File: config.mk
export PLATFORM = sky130hd
export DESIGN_NAME = curtain_relay_controller
export DESIGN_NICKNAME = d
export VERILOG_FILES = /design/src/design/curtain_pkg.sv /design/src/design/curtain_relay_controller.sv
export SDC_FILE = /design/constraint.sdc
export NUM_CORES = 1
export LEC_CHECK = 0
export BUFFER_PORTS_ARGS = -buffer_cell sky130_fd_sc_hd__buf_2
export CORE_MARGIN = 3
export CORE_UTILIZATION = 55
export DETAILED_ROUTE_END_ITERATION = 10
export PLACE_DENSITY = 0.78
export SLEW_MARGIN = 20
export SYNTH_ARGS = -nofsm -noshare
export SYNTH_HDL_FRONTEND = slang
export SYNTH_SLANG_ARGS = --single-unit
File: constraint.sdc
create_clock -name clk -period 6 [get_ports clk]
set_input_delay 0.3 -clock clk [delete_from_list [all_inputs] [get_ports clk]]
set_output_delay 0.3 -clock clk [all_outputs]
set_load 0.005 [all_outputs]
File: src/design/curtain_pkg.sv
// ----------------------------------------------------------------------------
// Curtain relay controller package
// Mode codes, relay patterns, register map and reset values shared by the
// curtain relay controller, plus the helper that sizes a blocking wait.
// ----------------------------------------------------------------------------
package curtain_pkg;

    // Operating modes as shown on the mode_code output.
    localparam logic [2:0] MODE_WAIT       = 3'd0;
    localparam logic [2:0] MODE_OPEN       = 3'd1;
    localparam logic [2:0] MODE_CLOSE      = 3'd2;
    localparam logic [2:0] MODE_FULL_OPEN  = 3'd3;
    localparam logic [2:0] MODE_FULL_CLOSE = 3'd4;
    localparam logic [2:0] MODE_EXT_OPEN   = 3'd5;
    localparam logic [2:0] MODE_EXT_CLOSE  = 3'd6;

    // Relay patterns: bit 0 is relay one, bit 1 is relay two.
    localparam logic [1:0] RELAY_STOP  = 2'b11;
    localparam logic [1:0] RELAY_OPEN  = 2'b10;
    localparam logic [1:0] RELAY_CLOSE = 2'b00;

    // Longest wait the hold countdown can express.
    localparam logic [11:0] HOLD_MAX = 12'hFFF;

    // Register indexes (byte address is four times the index).
    localparam logic [2:0] REG_CONTROL_TIME = 3'd0;
    localparam logic [2:0] REG_ACTION_TIME  = 3'd1;
    localparam logic [2:0] REG_EXT_INVERT   = 3'd2;
    localparam logic [2:0] REG_POLL         = 3'd3;
    localparam logic [2:0] REG_START_HOLD   = 3'd4;
    localparam logic [2:0] REG_STOP_GAP     = 3'd5;
    localparam logic [2:0] REG_FULL_HOLD    = 3'd6;
    localparam logic [2:0] REG_CANCEL_HOLD  = 3'd7;

    // Register reset values.
    localparam logic [15:0] CONTROL_TIME_RST = 16'd3000;
    localparam logic [16:0] ACTION_TIME_RST  = 17'd70000;
    localparam logic        EXT_INVERT_RST   = 1'b1;
    localparam logic [7:0]  POLL_RST         = 8'd20;
    localparam logic [9:0]  START_HOLD_RST   = 10'd200;
    localparam logic [9:0]  STOP_GAP_RST     = 10'd500;
    localparam logic [11:0] FULL_HOLD_RST    = 12'd2000;
    localparam logic [11:0] CANCEL_HOLD_RST  = 12'd1000;

    // Packed input request levels.
    typedef struct packed {
        logic ext_close;
        logic ext_open;
        logic man_close;
        logic man_open;
    } tick_in_t;

    // Hold count for a wait of poll plus extra ticks: one less than the
    // total, limited to the countdown range, zero for an empty wait.
    function automatic logic [11:0] wait_load(input logic [11:0] extra,
                                              input logic [7:0]  poll);
        logic [12:0] total;
        logic [12:0] total_m1;
        begin
            total    = {1'b0, extra} + {5'b0, poll};
            total_m1 = total - 13'd1;
            if (total == 13'd0)
            begin
                wait_load = 12'd0;
            end
            else if (total_m1 > {1'b0, HOLD_MAX})
            begin
                wait_load = HOLD_MAX;
            end
            else
            begin
                wait_load = total_m1[11:0];
            end
        end
    endfunction

endpackage

File: src/design/curtain_relay_controller.sv
// ----------------------------------------------------------------------------
// Curtain relay controller
// Drives the two motor relays from one-millisecond tick requests that carry
// the manual and external input levels.
// ----------------------------------------------------------------------------
// Each request on the input stream is one millisecond tick and yields exactly
// one result in the next cycle, carrying the relay levels and the mode. A new
// tick is taken every clock as long as the result register is empty or being
// drained in the same cycle; the whole tick update (saturating elapsed timer,
// stop gap and hold countdowns, input evaluation) sits in combinational logic
// between the state registers and the result register. There is no clearing
// pass after reset. The user must write configuration registers over the APB
// port only while no tick is in flight; the block does not enforce this.
module curtain_relay_controller #(
    parameter int TIMER_WIDTH = 17
) (
    input  logic        clk,
    input  logic        rst_n,
    // Tick input
    input  logic        s_axis_tvalid,
    output logic        s_axis_tready,
    // [0] manual_open_level, [1] manual_close_level,
    // [2] external_open_level, [3] external_close_level, [7:4] zero
    input  logic [7:0]  s_axis_tdata,
    // Result output
    output logic        m_axis_tvalid,
    input  logic        m_axis_tready,
    // [0] relay_one, [1] relay_two, [4:2] mode_code, [7:5] zero
    output logic [7:0]  m_axis_tdata,
    // Configuration port
    input  logic        psel,
    input  logic        penable,
    input  logic        pwrite,
    input  logic [4:0]  paddr,
    input  logic [31:0] pwdata,
    output logic [31:0] prdata,
    output logic        pready
);

    // Compare width covers both the timer and the 17-bit action limit.
    localparam int CMP_W = (TIMER_WIDTH > 17) ? TIMER_WIDTH : 17;

    // Configuration registers.
    logic [15:0] control_time_reg;
    logic [16:0] action_time_reg;
    logic        ext_invert_reg;
    logic [7:0]  poll_reg;
    logic [9:0]  start_hold_reg;
    logic [9:0]  stop_gap_reg;
    logic [11:0] full_hold_reg;
    logic [11:0] cancel_hold_reg;

    // Controller state.
    logic [2:0]             mode_reg, mode_next;
    logic [TIMER_WIDTH-1:0] elapsed_reg, elapsed_next;
    logic [11:0]            hold_reg, hold_next;
    logic [9:0]             gap_reg, gap_next;
    logic [1:0]             relay_reg, relay_next;

    // Result register.
    logic       out_valid_reg;
    logic [7:0] out_data_reg;

    logic                   cfg_write;
    logic                   accept;
    curtain_pkg::tick_in_t  tick;
    logic [TIMER_WIDTH-1:0] elapsed_inc;
    logic [CMP_W-1:0]       elapsed_cmp;
    logic                   timed_out;
    logic                   held_too_long;
    logic [1:0]             full_drive;

    // Handshake: take a tick whenever the result register can move on.
    assign accept        = s_axis_tvalid && s_axis_tready;
    assign s_axis_tready = !out_valid_reg || m_axis_tready;
    assign m_axis_tvalid = out_valid_reg;
    assign m_axis_tdata  = out_data_reg;
    assign tick          = curtain_pkg::tick_in_t'(s_axis_tdata[3:0]);

    // Configuration write strobe; the port never waits.
    assign pready    = 1'b1;
    assign cfg_write = psel && penable && pwrite && pready;

    // Configuration registers.
    always_ff @(posedge clk or negedge rst_n)
    begin
        if (!rst_n)
        begin
            control_time_reg <= curtain_pkg::CONTROL_TIME_RST;
            action_time_reg  <= curtain_pkg::ACTION_TIME_RST;
            ext_invert_reg   <= curtain_pkg::EXT_INVERT_RST;
            poll_reg         <= curtain_pkg::POLL_RST;
            start_hold_reg   <= curtain_pkg::START_HOLD_RST;
            stop_gap_reg     <= curtain_pkg::STOP_GAP_RST;
            full_hold_reg    <= curtain_pkg::FULL_HOLD_RST;
            cancel_hold_reg  <= curtain_pkg::CANCEL_HOLD_RST;
        end
        else if (cfg_write)
        begin
            case (paddr[4:2])
                curtain_pkg::REG_CONTROL_TIME: control_time_reg <= pwdata[15:0];
                curtain_pkg::REG_ACTION_TIME:  action_time_reg  <= pwdata[16:0];
                curtain_pkg::REG_EXT_INVERT:   ext_invert_reg   <= pwdata[0];
                curtain_pkg::REG_POLL:         poll_reg         <= pwdata[7:0];
                curtain_pkg::REG_START_HOLD:   start_hold_reg   <= pwdata[9:0];
                curtain_pkg::REG_STOP_GAP:     stop_gap_reg     <= pwdata[9:0];
                curtain_pkg::REG_FULL_HOLD:    full_hold_reg    <= pwdata[11:0];
                curtain_pkg::REG_CANCEL_HOLD:  cancel_hold_reg  <= pwdata[11:0];
                default: ;
            endcase
        end
    end

    // Register readback.
    always_comb
    begin
        case (paddr[4:2])
            curtain_pkg::REG_CONTROL_TIME: prdata = {16'd0, control_time_reg};
            curtain_pkg::REG_ACTION_TIME:  prdata = {15'd0, action_time_reg};
            curtain_pkg::REG_EXT_INVERT:   prdata = {31'd0, ext_invert_reg};
            curtain_pkg::REG_POLL:         prdata = {24'd0, poll_reg};
            curtain_pkg::REG_START_HOLD:   prdata = {22'd0, start_hold_reg};
            curtain_pkg::REG_STOP_GAP:     prdata = {22'd0, stop_gap_reg};
            curtain_pkg::REG_FULL_HOLD:    prdata = {20'd0, full_hold_reg};
            curtain_pkg::REG_CANCEL_HOLD:  prdata = {20'd0, cancel_hold_reg};
            default:                       prdata = 32'd0;
        endcase
    end

    // Saturating elapsed timer and the two limit compares.
    assign elapsed_inc   = (elapsed_reg == {TIMER_WIDTH{1'b1}})
                           ? elapsed_reg
                           : elapsed_reg + TIMER_WIDTH'(1);
    assign elapsed_cmp   = CMP_W'(elapsed_inc);
    assign timed_out     = elapsed_cmp > CMP_W'(action_time_reg);
    assign held_too_long = elapsed_cmp > CMP_W'(control_time_reg);
    assign full_drive    = (mode_reg == curtain_pkg::MODE_FULL_OPEN) ? curtain_pkg::RELAY_OPEN
                                                                     : curtain_pkg::RELAY_CLOSE;

    // Tick update: stop gap first, then the hold countdown, else evaluate inputs.
    always_comb
    begin
        mode_next    = mode_reg;
        elapsed_next = elapsed_inc;
        hold_next    = hold_reg;
        gap_next     = gap_reg;
        relay_next   = relay_reg;

        if (gap_reg != 10'd0)
        begin
            gap_next = gap_reg - 10'd1;
            if (gap_reg == 10'd1)
            begin
                relay_next = full_drive;
            end
        end
        else if (hold_reg != 12'd0)
        begin
            hold_next = hold_reg - 12'd1;
        end
        else
        begin
            case (mode_reg)
                curtain_pkg::MODE_WAIT:
                begin
                    if (!tick.man_open)
                    begin
                        mode_next    = curtain_pkg::MODE_OPEN;
                        relay_next   = curtain_pkg::RELAY_OPEN;
                        elapsed_next = '0;
                        hold_next    = curtain_pkg::wait_load({2'd0, start_hold_reg}, poll_reg);
                    end
                    else if (!tick.man_close)
                    begin
                        mode_next    = curtain_pkg::MODE_CLOSE;
                        relay_next   = curtain_pkg::RELAY_CLOSE;
                        elapsed_next = '0;
                        hold_next    = curtain_pkg::wait_load({2'd0, start_hold_reg}, poll_reg);
                    end
                    else if (tick.ext_open == ext_invert_reg)
                    begin
                        mode_next    = curtain_pkg::MODE_EXT_OPEN;
                        relay_next   = curtain_pkg::RELAY_OPEN;
                        elapsed_next = '0;
                        hold_next    = curtain_pkg::wait_load({2'd0, start_hold_reg}, poll_reg);
                    end
                    else if (tick.ext_close == ext_invert_reg)
                    begin
                        mode_next    = curtain_pkg::MODE_EXT_CLOSE;
                        relay_next   = curtain_pkg::RELAY_CLOSE;
                        elapsed_next = '0;
                        hold_next    = curtain_pkg::wait_load({2'd0, start_hold_reg}, poll_reg);
                    end
                    else
                    begin
                        hold_next = curtain_pkg::wait_load(12'd0, poll_reg);
                    end
                end
                curtain_pkg::MODE_OPEN, curtain_pkg::MODE_CLOSE:
                begin
                    // Button released stops; held long enough goes to full travel.
                    if ((mode_reg == curtain_pkg::MODE_OPEN) ? tick.man_open
                                                             : tick.man_close)
                    begin
                        mode_next  = curtain_pkg::MODE_WAIT;
                        relay_next = curtain_pkg::RELAY_STOP;
                        hold_next  = curtain_pkg::wait_load(12'd0, poll_reg);
                    end
                    else if (held_too_long)
                    begin
                        mode_next    = mode_reg + 3'd2;
                        elapsed_next = '0;
                        gap_next     = stop_gap_reg;
                        hold_next    = curtain_pkg::wait_load(full_hold_reg, poll_reg);
                        if (stop_gap_reg == 10'd0)
                        begin
                            relay_next = (mode_reg == curtain_pkg::MODE_OPEN)
                                         ? curtain_pkg::RELAY_OPEN
                                         : curtain_pkg::RELAY_CLOSE;
                        end
                        else
                        begin
                            relay_next = curtain_pkg::RELAY_STOP;
                        end
                    end
                    else
                    begin
                        hold_next = curtain_pkg::wait_load(12'd0, poll_reg);
                    end
                end
                curtain_pkg::MODE_FULL_OPEN, curtain_pkg::MODE_FULL_CLOSE:
                begin
                    // Any manual press cancels full travel with a longer hold.
                    if (!tick.man_open || !tick.man_close)
                    begin
                        mode_next  = curtain_pkg::MODE_WAIT;
                        relay_next = curtain_pkg::RELAY_STOP;
                        hold_next  = curtain_pkg::wait_load(cancel_hold_reg, poll_reg);
                    end
                    else if (timed_out)
                    begin
                        mode_next  = curtain_pkg::MODE_WAIT;
                        relay_next = curtain_pkg::RELAY_STOP;
                        hold_next  = curtain_pkg::wait_load(12'd0, poll_reg);
                    end
                    else
                    begin
                        hold_next = curtain_pkg::wait_load(12'd0, poll_reg);
                    end
                end
                curtain_pkg::MODE_EXT_OPEN, curtain_pkg::MODE_EXT_CLOSE:
                begin
                    // External modes follow their request level until it goes inactive or the action time runs out.
                    if ((((mode_reg == curtain_pkg::MODE_EXT_OPEN) ? tick.ext_open
                                                                    : tick.ext_close)
                         != ext_invert_reg) || timed_out)
                    begin
                        mode_next  = curtain_pkg::MODE_WAIT;
                        relay_next = curtain_pkg::RELAY_STOP;
                    end
                    hold_next = curtain_pkg::wait_load(12'd0, poll_reg);
                end
                default:
                begin
                    mode_next  = curtain_pkg::MODE_WAIT;
                    relay_next = curtain_pkg::RELAY_STOP;
                    hold_next  = curtain_pkg::wait_load(12'd0, poll_reg);
                end
            endcase
        end
    end

    // State registers advance once per accepted tick.
    always_ff @(posedge clk or negedge rst_n)
    begin
        if (!rst_n)
        begin
            mode_reg    <= curtain_pkg::MODE_WAIT;
            elapsed_reg <= '0;
            hold_reg    <= 12'd0;
            gap_reg     <= 10'd0;
            relay_reg   <= curtain_pkg::RELAY_STOP;
        end
        else if (accept)
        begin
            mode_reg    <= mode_next;
            elapsed_reg <= elapsed_next;
            hold_reg    <= hold_next;
            gap_reg     <= gap_next;
            relay_reg   <= relay_next;
        end
    end

    // Result valid flag.
    always_ff @(posedge clk or negedge rst_n)
    begin
        if (!rst_n)
        begin
            out_valid_reg <= 1'b0;
        end
        else if (accept)
        begin
            out_valid_reg <= 1'b1;
        end
        else if (m_axis_tready)
        begin
            out_valid_reg <= 1'b0;
        end
    end

    // Result payload.
    always_ff @(posedge clk)
    begin
        if (accept)
        begin
            out_data_reg <= {3'd0, mode_next, relay_next[1], relay_next[0]};
        end
    end

    // The stop gap only runs in full travel, with both relays stopped.
    assert property (@(posedge clk) disable iff (!rst_n)
        (gap_reg != 10'd0) |-> (mode_reg == curtain_pkg::MODE_FULL_OPEN ||
                                mode_reg == curtain_pkg::MODE_FULL_CLOSE))
        else $error("stop gap running outside full travel");

    assert property (@(posedge clk) disable iff (!rst_n)
        (gap_reg != 10'd0) |-> (relay_reg == curtain_pkg::RELAY_STOP))
        else $error("relays driven during stop gap");

    // Every accepted tick leaves a result in the output register.
    assert property (@(posedge clk) disable iff (!rst_n)
        accept |=> out_valid_reg)
        else $error("accepted tick produced no result");

    // Countdowns only move on accepted ticks.
    assert property (@(posedge clk) disable iff (!rst_n)
        !accept |=> ($stable(hold_reg) && $stable(gap_reg) && $stable(mode_reg)))
        else $error("state changed without a tick");

    // Starting a movement from wait restarts the elapsed timer.
    assert property (@(posedge clk) disable iff (!rst_n)
        (accept && mode_reg == curtain_pkg::MODE_WAIT &&
         mode_next != curtain_pkg::MODE_WAIT) |=> (elapsed_reg == '0))
        else $error("elapsed timer not cleared at movement start");

endmodule

==> Implementation_results.wiki, run 1 <==
{| class="wikitable"
! Metric !! Value
|-
| Highest routed layer || met4
|-
| Initial antenna violation count || 0
|-
| Worst reg2reg endpoint || m_axis_tdata[0]
|-
| DIE AREA || 0.0217 mm2
|-
| Largest net degree at the start of global routing || 77
|-
| Buf/Inv on CP || 0
|-
| Worst Hold Launch || s_axis_tvalid
|-
| Worst slew margin relative to its limit || 34.9%
|-
| Actual slew at the worst max-slew pin || 0.977 ns
|-
| Ports || 95
|-
| Cell Chain, Critical Path || nand4_1 > nor4_2 > nand2_1 > and2_1 > and3_1 > and3_1 > xor2_1 > ha_1 > nand4_1 > or4_1 > a211oi_1 > o21ai_0 > nor2_1 > mux2i_1 > nand2_1 > a2111oi_0 > nor2_1
|-
| Number of synthesized flops with an enable pin || 5
|-
| Length of the first detailed-routing pass in iterations || 5
|-
| Detail Route met2 WL || 14,000 um
|-
| Min setup slack post-route || 0.451 ns
|-
| Global-route wire length before repair || 49,700 um
|-
| Syn avg cell area || 8.83 um2
|-
| Reg clk slew, reported paths || 0.06 ns
|-
| Area fraction of the dominant cell type after synthesis || 21.0%
|-
| Total inserted antenna cells || 0
|-
| Register bit total from synthesis || 136
|-
| Average wire length per cell after detail routing || 20.0 um
|-
| Number of clock buffers inserted by TritonCTS || 17
|-
| Fraction of final layout cells with drive strength greater than 1 || 20.0%
|-
| Share of the clock period used by the worst path after layout || 92.5%
|-
| Area of the mapped netlist || 0.0110 mm2
|-
| Top delay family on crit path || simple AND/OR/NAND/NOR gates
|-
| Fin Setup TNS || 0 ns
|-
| Clock root cell || sky130_fd_sc_hd__clkbuf_16
|-
| Site row count || 51
|-
| Setup repair after global routing missed its margin || false
|-
| Power per cell area || 348 mW/mm2
|-
| Core area || 0.0195 mm2
|-
| Leakage power || 5.17 nW
|-
| Number of H-tree branching levels || 4
|-
| Number of instances in the synthesized netlist || 1,243
|-
| Post-synth top area cell || sky130_fd_sc_hd__dfrtp_1
|-
| Run status || completed
|-
| Worst-skew pair later-pin latency || 0.43 ns
|-
| Total DRC errors in the routed layout || 0
|-
| Initial DRC count || 950
|-
| Final Critical Period || 5.55 ns
|-
| Worst Reg2Reg Path Length in Cells || 17
|-
| Routed met1 length || 13,600 um
|-
| Largest driver fanout on the critical path || 6
|-
| Max-cap check violation count || 0
|-
| Via count of the first global-routing pass || 9,273
|-
| Vertical die dimension || 147 um
|-
| Hold Path Depth || 2
|-
| Startpoint types || flop
|-
| Top achievable clock speed || 180 MHz
|-
| Crit path kind || flop to flop
|-
| Critical path endpoint category || flop
|-
| Data arrival at the endpoint of the critical path || 5.70 ns
|-
| Residual overflow from global routing || 0
|-
| Stage delay of the slowest cell on the critical path || 0.71 ns
|-
| Number of failing setup endpoints in the final timing report || 0
|-
| CTS tree || yes
|-
| Setup slack after placement || 0.521 ns
|-
| Worst supply voltage drop on vdd || 0.231 mV
|-
| Final Hold Violating Endpoints || 0
|-
| Final-report max-slew violation count || 0
|-
| Total number of yosys warnings || 0
|-
| GP Congestion || 0.955
|-
| Die Width || 147 um
|-
| IO Port Bufs || 54
|-
| Most common library cell in the layout ignoring fill and taps || sky130_fd_sc_hd__nand2_1
|-
| Worst min-delay path category || input pin to flop
|-
| Critical register-to-register path startpoint || elapsed_reg[3]
|-
| Count of vias placed by the detailed router || 9,733
|-
| Slowest library cell on the worst path || sky130_fd_sc_hd__a2111oi_0
|-
| Leading cell types in the layout, fill and taps excluded || sky130_fd_sc_hd__nand2_1, sky130_fd_sc_hd__nor2_1, sky130_fd_sc_hd__dfrtp_1, sky130_fd_sc_hd__mux2_2, sky130_fd_sc_hd__a21oi_1
|-
| Top_reg_cell synth || sky130_fd_sc_hd__dfrtp_1
|-
| Routed Wire Length || 31,000 um
|-
| Share of the yosys chip area belonging to registers || 31.7%
|-
| Share of synthesized registers carrying an async set or reset || 96.3%
|-
| Distinct cell type count of the synthesized netlist || 90
|-
| Deepest clock path buffer count || 2
|-
| Net total in the final layout || 1,392
|-
| Top cells by area, synth || sky130_fd_sc_hd__dfrtp_1, sky130_fd_sc_hd__dfstp_2, sky130_fd_sc_hd__mux2_2, sky130_fd_sc_hd__ha_1, sky130_fd_sc_hd__nand2_1
|-
| Hold Path Sink || m_axis_tvalid
|-
| Number of clock sinks || 136
|-
| Detailed placer's ending HPWL || 23,100 um
|-
| GRT Overall Usage || 28.9%
|-
| Starting utilization of the core area || 56.2%
|-
| Met3 layer wire length in the routed design || 2520 um
|-
| Register-to-register path setup slack || 0.45 ns
|-
| Synth-to-Final Area Change || 8.85%
|-
| Final ANT Viol Nets || 0
|-
| Worst Path Required || 6.15 ns
|-
| Per-cell via count in the routed design || 6.29
|-
| Worst Clk Skew || 0.0112 ns
|}
==> Yosys cell counts (8+ instances only) <==
cell type / count
sky130_fd_sc_hd__a21o_1: 18
sky130_fd_sc_hd__nor4_1: 8
sky130_fd_sc_hd__nor2b_1: 11
sky130_fd_sc_hd__nand4_1: 18
sky130_fd_sc_hd__xnor2_1: 36
sky130_fd_sc_hd__nor3_1: 40
sky130_fd_sc_hd__ha_1: 67
sky130_fd_sc_hd__o21ai_0: 74
sky130_fd_sc_hd__a22o_1: 15
sky130_fd_sc_hd__mux2i_1: 20
sky130_fd_sc_hd__nand3_1: 28
sky130_fd_sc_hd__inv_1: 59
sky130_fd_sc_hd__nor2_1: 98
sky130_fd_sc_hd__xor2_1: 25
sky130_fd_sc_hd__nand2_1: 107
sky130_fd_sc_hd__o21a_1: 10
sky130_fd_sc_hd__o22ai_1: 10
sky130_fd_sc_hd__dfrtp_1: 92
sky130_fd_sc_hd__buf_4: 20
sky130_fd_sc_hd__and3_1: 11
sky130_fd_sc_hd__a211oi_1: 13
sky130_fd_sc_hd__or3_1: 10
sky130_fd_sc_hd__dfstp_2: 39
sky130_fd_sc_hd__and2_1: 8
sky130_fd_sc_hd__clkbuf_1: 41
sky130_fd_sc_hd__o211ai_1: 12
sky130_fd_sc_hd__a21oi_1: 79
sky130_fd_sc_hd__mux2_2: 86
sky130_fd_sc_hd__a31oi_1: 20
sky130_fd_sc_hd__or2_2: 9
sky130_fd_sc_hd__nand2b_1: 14
sky130_fd_sc_hd__o21ai_1: 8
==> kinds of logic (layout without fill, tap and decap cells) <==
logic type               after synthesis  in the layout  share of synthesized area, %
AO/OA/AOI/OAI                        337            337                          20.4
AND/OR/NAND/NOR                      396            396                          17.9
other                                  2             19                        0.0684
adder cells (fa/ha/maj)               71             71                          8.27
XOR/XNOR                              63             63                          5.16
multiplexers                         110            110                          11.5
flip-flops                           136            136                          31.7
buffers and inverters                128            151                          5.10
==> through the flow <==
stage	power (mW)	area, um2	std cells	utilization (%)	hold WS (ns)
finish	4.16	12000	1548	61.2	0.0804
CTS	4.13	12000	1548	61.2	0.0644
floorplan	2.57	11000	1260	-	0.00441
detailed placement	3.05	11300	1515	58.1	0.302
global route	4.43	12000	1548	61.2	0.0902
global placement	3.00	11300	1515	58.1	0.306
==> routing by layer <==
metal	track usage (%)	vias to the layer above
li1	-	4573
met1	41.1	4706
met2	44.6	398
met3	5.24	56
met4	9.79	0
met5	0	-
==> worst register-to-register path: stages, from the launching register on <==
cell                        delay [ns]
sky130_fd_sc_hd__dfrtp_1          0.44
sky130_fd_sc_hd__nand4_1          0.20
sky130_fd_sc_hd__nor4_2           0.56
sky130_fd_sc_hd__nand2_1          0.22
sky130_fd_sc_hd__and2_1           0.22
sky130_fd_sc_hd__and3_1           0.20
sky130_fd_sc_hd__and3_1           0.19
sky130_fd_sc_hd__xor2_1           0.19
sky130_fd_sc_hd__ha_1             0.33
sky130_fd_sc_hd__nand4_1          0.13
sky130_fd_sc_hd__or4_1            0.55
sky130_fd_sc_hd__a211oi_1         0.24
sky130_fd_sc_hd__o21ai_0          0.25
sky130_fd_sc_hd__nor2_1           0.45
sky130_fd_sc_hd__mux2i_1          0.24
sky130_fd_sc_hd__nand2_1          0.06
sky130_fd_sc_hd__a2111oi_0        0.71
sky130_fd_sc_hd__nor2_1           0.09
==> area by class of cell <==
| cell class | count | area [um2] |
|---|---|---|
| Fill cell | 1668 | 7570 |
| Timing Repair Buffer | 59 | 317 |
| Multi-Input combinational cell | 996 | 7010 |
| Tap cell | 265 | 332 |
| Inverter | 60 | 225 |
| Clock inverter | 10 | 108 |
| Clock buffer | 22 | 485 |
| Sequential cell | 136 | 3480 |
==> where the power goes <==
group          switching (mW)  internal (mW)
logic                    1.02          0.734
clock network           0.429          0.626
registers               0.226           1.12
==> worst max-delay path by stage <==
stage | slack, ns | start | endpoint | depth (start not counted)
after CTS | 0.45 | elapsed_reg[3] | m_axis_tdata[0] | 17
after global placement | 0.66 | elapsed_reg[3] | m_axis_tdata[0] | 17
after global routing | 0.005 | elapsed_reg[3] | m_axis_tdata[0] | 17
after detailed placement | 0.52 | elapsed_reg[0] | m_axis_tdata[0] | 18
after floorplan | 1.49 | elapsed_reg[0] | m_axis_tdata[0] | 18
final | 0.45 | elapsed_reg[3] | m_axis_tdata[0] | 17
==> what timing repair did <==
action                                 4_1_cts  5_1_grt
endpoints found under the hold margin       48        0
resized for setup                            0        0
setup buffers                                0        0
hold buffers                                 1        0
No activity file was read; power rests on OpenSTA's default activity.
==> run 2: changes to the inputs <==
--- a/config.mk
+++ b/config.mk
@@ -5,6 +5,7 @@
 export SDC_FILE = /design/constraint.sdc
 export NUM_CORES = 1
 export LEC_CHECK = 0
+export ABC_AREA = 1
 export BUFFER_PORTS_ARGS = -buffer_cell sky130_fd_sc_hd__buf_2
 export CORE_MARGIN = 3
 export CORE_UTILIZATION = 55
==> run 2 against run 1 <==
- register-to-register slack better by 0.82 ns
- die area up 2.7%
- utilization up 1.3 points
==> Implementation_results.wiki, run 2 <==
{| class="wikitable"
! Metric !! Value
|-
| Highest routed layer || met4 (unchanged)
|-
| Met3 layer wire length in the routed design || 2460 um (was 2520 um)
|-
| GRT Overall Usage || 28.5% (was 28.9%)
|-
| Initial DRC count || 962 (was 950)
|-
| Max-cap check violation count || 0 (unchanged)
|-
| Final Hold Violating Endpoints || 0 (unchanged)
|-
| Area of the mapped netlist || 0.0113 mm2 (was 0.0110 mm2)
|-
| Area fraction of the dominant cell type after synthesis || 20.4% (was 21.0%)
|-
| Final-report max-slew violation count || 0 (unchanged)
|-
| Initial antenna violation count || 0 (unchanged)
|-
| Register-to-register path setup slack || 1.27 ns (was 0.45 ns)
|-
| Syn avg cell area || 6.82 um2 (was 8.83 um2)
|-
| Worst Hold Launch || pwdata[10] (was s_axis_tvalid)
|-
| Cell occurring most often along the worst timing path || sky130_fd_sc_hd__nand3_1
|-
| Number of post-CTS setup repair buffers || 0 (unchanged)
|-
| Total number of yosys warnings || 0 (unchanged)
|-
| Post-synth top area cell || sky130_fd_sc_hd__dfrtp_1 (unchanged)
|-
| Part of the power in combinational logic || 46.2% (was 42.2%)
|-
| Fraction of final layout cells with drive strength greater than 1 || 12.4% (was 20.0%)
|-
| Hold Path Sink || full_hold_reg[10] (was m_axis_tvalid)
|-
| Final Critical Period || 4.73 ns (was 5.55 ns)
|-
| Detailed placer's ending HPWL || 24,400 um (was 23,100 um)
|-
| Global-route wire length before repair || 50,400 um (was 49,700 um)
|-
| Net total in the final layout || 1,823 (was 1,392)
|-
| Number of H-tree branching levels || 4 (unchanged)
|-
| Worst hold slack || 0.0841 ns (was 0.0804 ns)
|-
| Top_reg_cell synth || sky130_fd_sc_hd__dfrtp_1 (unchanged)
|-
| Worst Clk Skew || 0.0166 ns (was 0.0112 ns)
|-
| Register share of total power || 30.0% (was 32.4%)
|-
| Setup repair after global routing missed its margin || false (unchanged)
|-
| Buf/Inv on CP || 4 (was 0)
|-
| Distinct cell type count of the synthesized netlist || 59 (was 90)
|-
| Length of the first detailed-routing pass in iterations || 5 (unchanged)
|-
| Count of vias placed by the detailed router || 11.0k (was 9,733)
|-
| CTS tree || yes (unchanged)
|-
| Largest driver fanout on the critical path || 11 (was 6)
|-
| Leakage power || 6.28 nW (was 5.17 nW)
|-
| Power per cell area || 370 mW/mm2 (was 348 mW/mm2)
|-
| Worst slew margin relative to its limit || 30.6% (was 34.9%)
|-
| Ports || 95 (unchanged)
|-
| Share of the yosys chip area belonging to registers || 30.8% (was 31.7%)
|-
| Worst min-delay path category || input pin to flop (unchanged)
|-
| Vertical die dimension || 149 um (was 147 um)
|-
| Number of synthesized flops with an enable pin || 5 (unchanged)
|-
| Top cells by instance count after synthesis || sky130_fd_sc_hd__nand2_1, sky130_fd_sc_hd__inv_1, sky130_fd_sc_hd__o21ai_0 (was sky130_fd_sc_hd__nand2_1, sky130_fd_sc_hd__nor2_1, sky130_fd_sc_hd__dfrtp_1)
|-
| Share of the clock period used by the worst path after layout || 78.9% (was 92.5%)
|-
| Total DRC errors in the routed layout || 0 (unchanged)
|-
| Power share of the clock group || 23.9% (was 25.4%)
|-
| Worst Path Required || 6.31 ns (was 6.15 ns)
|-
| Number of clock buffers inserted by TritonCTS || 17 (unchanged)
|-
| Via count of the first global-routing pass || 10.1k (was 9,273)
|-
| Cell depth of the worst setup path || 27 (was 17)
|-
| Crit path kind || flop to flop (unchanged)
|-
| Core area || 0.0198 mm2 (was 0.0195 mm2)
|-
| Final Power || 4.57 mW (was 4.16 mW)
|-
| Top achievable clock speed || 211 MHz (was 180 MHz)
|-
| Actual slew at the worst max-slew pin || 1.04 ns (was 0.977 ns)
|-
| Run status || completed (unchanged)
|-
| Starting utilization of the core area || 57.0% (was 56.2%)
|-
| Top delay family on crit path || simple AND/OR/NAND/NOR gates (unchanged)
|-
| Final ANT Viol Nets || 0 (unchanged)
|-
| Number of clock sinks || 136 (unchanged)
|-
| Number of instances in the synthesized netlist || 1,655 (was 1,243)
|-
| Average wire length per cell after detail routing || 16.0 um (was 20.0 um)
|-
| IO Port Bufs || 54 (unchanged)
|-
| Share of synthesized registers carrying an async set or reset || 96.3% (unchanged)
|-
| Stage delay of the slowest cell on the critical path || 0.49 ns (was 0.71 ns)
|-
| Cell internal pwr || 2.47 mW (was 2.48 mW)
|-
| Routed met1 length || 13,300 um (was 13,600 um)
|-
| Hold Path Depth || 3 (was 2)
|-
| Register bit total from synthesis || 136 (unchanged)
|-
| Total inserted antenna cells || 0 (unchanged)
|-
| Largest net degree at the start of global routing || 81 (was 77)
|-
| Critical register-to-register path startpoint || elapsed_reg[1] (was elapsed_reg[3])
|-
| DIE AREA || 0.0223 mm2 (was 0.0217 mm2)
|-
| Fin Setup TNS || 0 ns (unchanged)
|-
| Worst reg2reg endpoint || elapsed_reg[7] (was m_axis_tdata[0])
|-
| Clock root cell || sky130_fd_sc_hd__clkbuf_16 (unchanged)
|-
| Leading cell types in the layout, fill and taps excluded || sky130_fd_sc_hd__nand2_1, sky130_fd_sc_hd__inv_1, sky130_fd_sc_hd__o21ai_0, sky130_fd_sc_hd__nor2_1, sky130_fd_sc_hd__nand3_1 (was sky130_fd_sc_hd__nand2_1, sky130_fd_sc_hd__nor2_1, sky130_fd_sc_hd__dfrtp_1, sky130_fd_sc_hd__mux2_2, sky130_fd_sc_hd__a21oi_1)
|-
| Detail Route met2 WL || 15,000 um (was 14,000 um)
|-
| Worst-skew pair later-pin latency || 0.44 ns (was 0.43 ns)
|-
| Startpoint types || flop (unchanged)
|-
| Worst supply voltage drop on vdd || 0.271 mV (was 0.231 mV)
|-
| GP Congestion || 0.984 (was 0.955)
|-
| Top cells by area, synth || sky130_fd_sc_hd__dfrtp_1, sky130_fd_sc_hd__nand2_1, sky130_fd_sc_hd__dfstp_2, sky130_fd_sc_hd__inv_1, sky130_fd_sc_hd__ha_1 (was sky130_fd_sc_hd__dfrtp_1, sky130_fd_sc_hd__dfstp_2, sky130_fd_sc_hd__mux2_2, sky130_fd_sc_hd__ha_1, sky130_fd_sc_hd__nand2_1)
|-
| Most common library cell in the layout ignoring fill and taps || sky130_fd_sc_hd__nand2_1 (unchanged)
|-
| Number of failing setup endpoints in the final timing report || 0 (unchanged)
|-
| Deepest clock path buffer count || 2 (unchanged)
|-
| Die Width || 149 um (was 147 um)
|-
| Slowest library cell on the worst path || sky130_fd_sc_hd__nand3_1 (was sky130_fd_sc_hd__a2111oi_0)
|-
| Residual overflow from global routing || 0 (unchanged)
|-
| Per-cell via count in the routed design || 5.58 (was 6.29)
|-
| Sw frac || 45.9% (was 40.3%)
|-
| Critical path endpoint category || flop (unchanged)
|-
| Synth-to-Final Area Change || 9.51% (was 8.85%)
|-
| Reg clk slew, reported paths || 0.08 ns (was 0.06 ns)
|-
| Site row count || 51 (unchanged)
|-
| Net switching power of the design || 2.10 mW (was 1.68 mW)
|-
| Data arrival at the endpoint of the critical path || 5.04 ns (was 5.70 ns)
|-
| Routed Wire Length || 31,700 um (was 31,000 um)
|-
| Worst Reg2Reg Path Length in Cells || 27 (was 17)
|-
| Library cell with the highest instance count after synthesis || sky130_fd_sc_hd__nand2_1 (unchanged)
|}
run 2: changes by cell type after synthesis, moves of 31 or more:
cell                      before  now
sky130_fd_sc_hd__o21ai_0      74  131
sky130_fd_sc_hd__nand2_1     107  421
sky130_fd_sc_hd__mux2_2       86    0
sky130_fd_sc_hd__inv_1        59  251
sky130_fd_sc_hd__nor2_1       98  129
sky130_fd_sc_hd__nand3_1      28  105
run 2: how the worst max path moves through the flow:
stage | from | to
after detailed placement | elapsed_reg[0] | elapsed_reg[2]
final | elapsed_reg[1] | elapsed_reg[7]
after floorplan | elapsed_reg[0] | hold_reg[2]
after global placement | elapsed_reg[0] | elapsed_reg[13]
after CTS | elapsed_reg[0] | elapsed_reg[2]
after global routing | elapsed_reg[0] | elapsed_reg[4]
run 2: logic make-up (layout without fill, tap and decap cells):
kind of cell | Yosys count | in the layout | synth area share (%)
buf+inv | 314 | 356 | 11.3
mux | 1 | 1 | 0.0887
xor+xnor | 44 | 44 | 3.48
flops | 136 | 136 | 30.8
simple gates | 789 | 789 | 31.0
compound gates | 299 | 299 | 15.3
other cells | 2 | 19 | 0.0666
fa+ha+maj | 70 | 70 | 7.96
run 2: worst reg2reg max path, cell delays in order, from the launching register on:
cell,delay (ns)
sky130_fd_sc_hd__dfrtp_1,0.41
sky130_fd_sc_hd__ha_1,0.22
sky130_fd_sc_hd__nand3_1,0.09
sky130_fd_sc_hd__nor2_1,0.06
sky130_fd_sc_hd__nand2_1,0.11
sky130_fd_sc_hd__nor2_1,0.09
sky130_fd_sc_hd__nor2_1,0.09
sky130_fd_sc_hd__inv_1,0.07
sky130_fd_sc_hd__nor2_2,0.17
sky130_fd_sc_hd__nand2_1,0.09
sky130_fd_sc_hd__nor2_2,0.22
sky130_fd_sc_hd__nand3_1,0.15
sky130_fd_sc_hd__xor2_1,0.21
sky130_fd_sc_hd__inv_1,0.10
sky130_fd_sc_hd__ha_1,0.30
sky130_fd_sc_hd__nand2_1,0.07
sky130_fd_sc_hd__inv_1,0.05
sky130_fd_sc_hd__nand4_1,0.11
sky130_fd_sc_hd__nor2_1,0.16
sky130_fd_sc_hd__nand3_1,0.08
sky130_fd_sc_hd__nand3_1,0.19
sky130_fd_sc_hd__nand3_1,0.13
sky130_fd_sc_hd__nand2_1,0.10
sky130_fd_sc_hd__inv_1,0.05
sky130_fd_sc_hd__nor2_1,0.24
sky130_fd_sc_hd__nand3_1,0.49
sky130_fd_sc_hd__nand2_1,0.43
sky130_fd_sc_hd__o32ai_1,0.12
run 2: routing by layer:
metal / vias up / track usage [%]
met2: 424 / 47.9
met1: 5054 / 37.1
met4: 0 / 9.57
met5: - / 0
li1: 5484 / -
met3: 79 / 5.26
run 2: repair_timing:
action,in CTS,in global routing
resized for setup,0,0
hold endpoints to repair,62,0
hold buffers,1,0
endpoints found under the setup margin,0,0
run 2: power by group through the flow:
stage / Combinational [mW] / Clock (mW) / Sequential, mW
after floorplan: 1.60 / 0 / 1.30
after detailed placement: 2.06 / 0 / 1.38
after global routing: 2.40 / 1.13 / 1.39
final: 2.11 / 1.09 / 1.37
after CTS: 2.08 / 1.09 / 1.36
after global placement: 2.00 / 0 / 1.37
run 2: cell type report:
type | count | area [um2]
inverter | 264 | 993
sequential | 136 | 3480
tap | 265 | 332
multi-input combinational | 1222 | 6610
clock inverter | 15 | 196
timing repair buffer | 60 | 324
fill | 1833 | 7420
clock buffer | 17 | 425
run 2: stage by stage:
step | cells | cell area [um2] | setup WS (ns) | utilization [%]
floorplan | 1672 | 11300 | 2.61 | -
global route | 1979 | 12400 | 0.803 | 62.5
detailed placement | 1946 | 11700 | 1.36 | 59.3
CTS | 1979 | 12400 | 1.30 | 62.4
finish | 1979 | 12400 | 1.27 | 62.5
global placement | 1946 | 11700 | 1.43 | 59.3
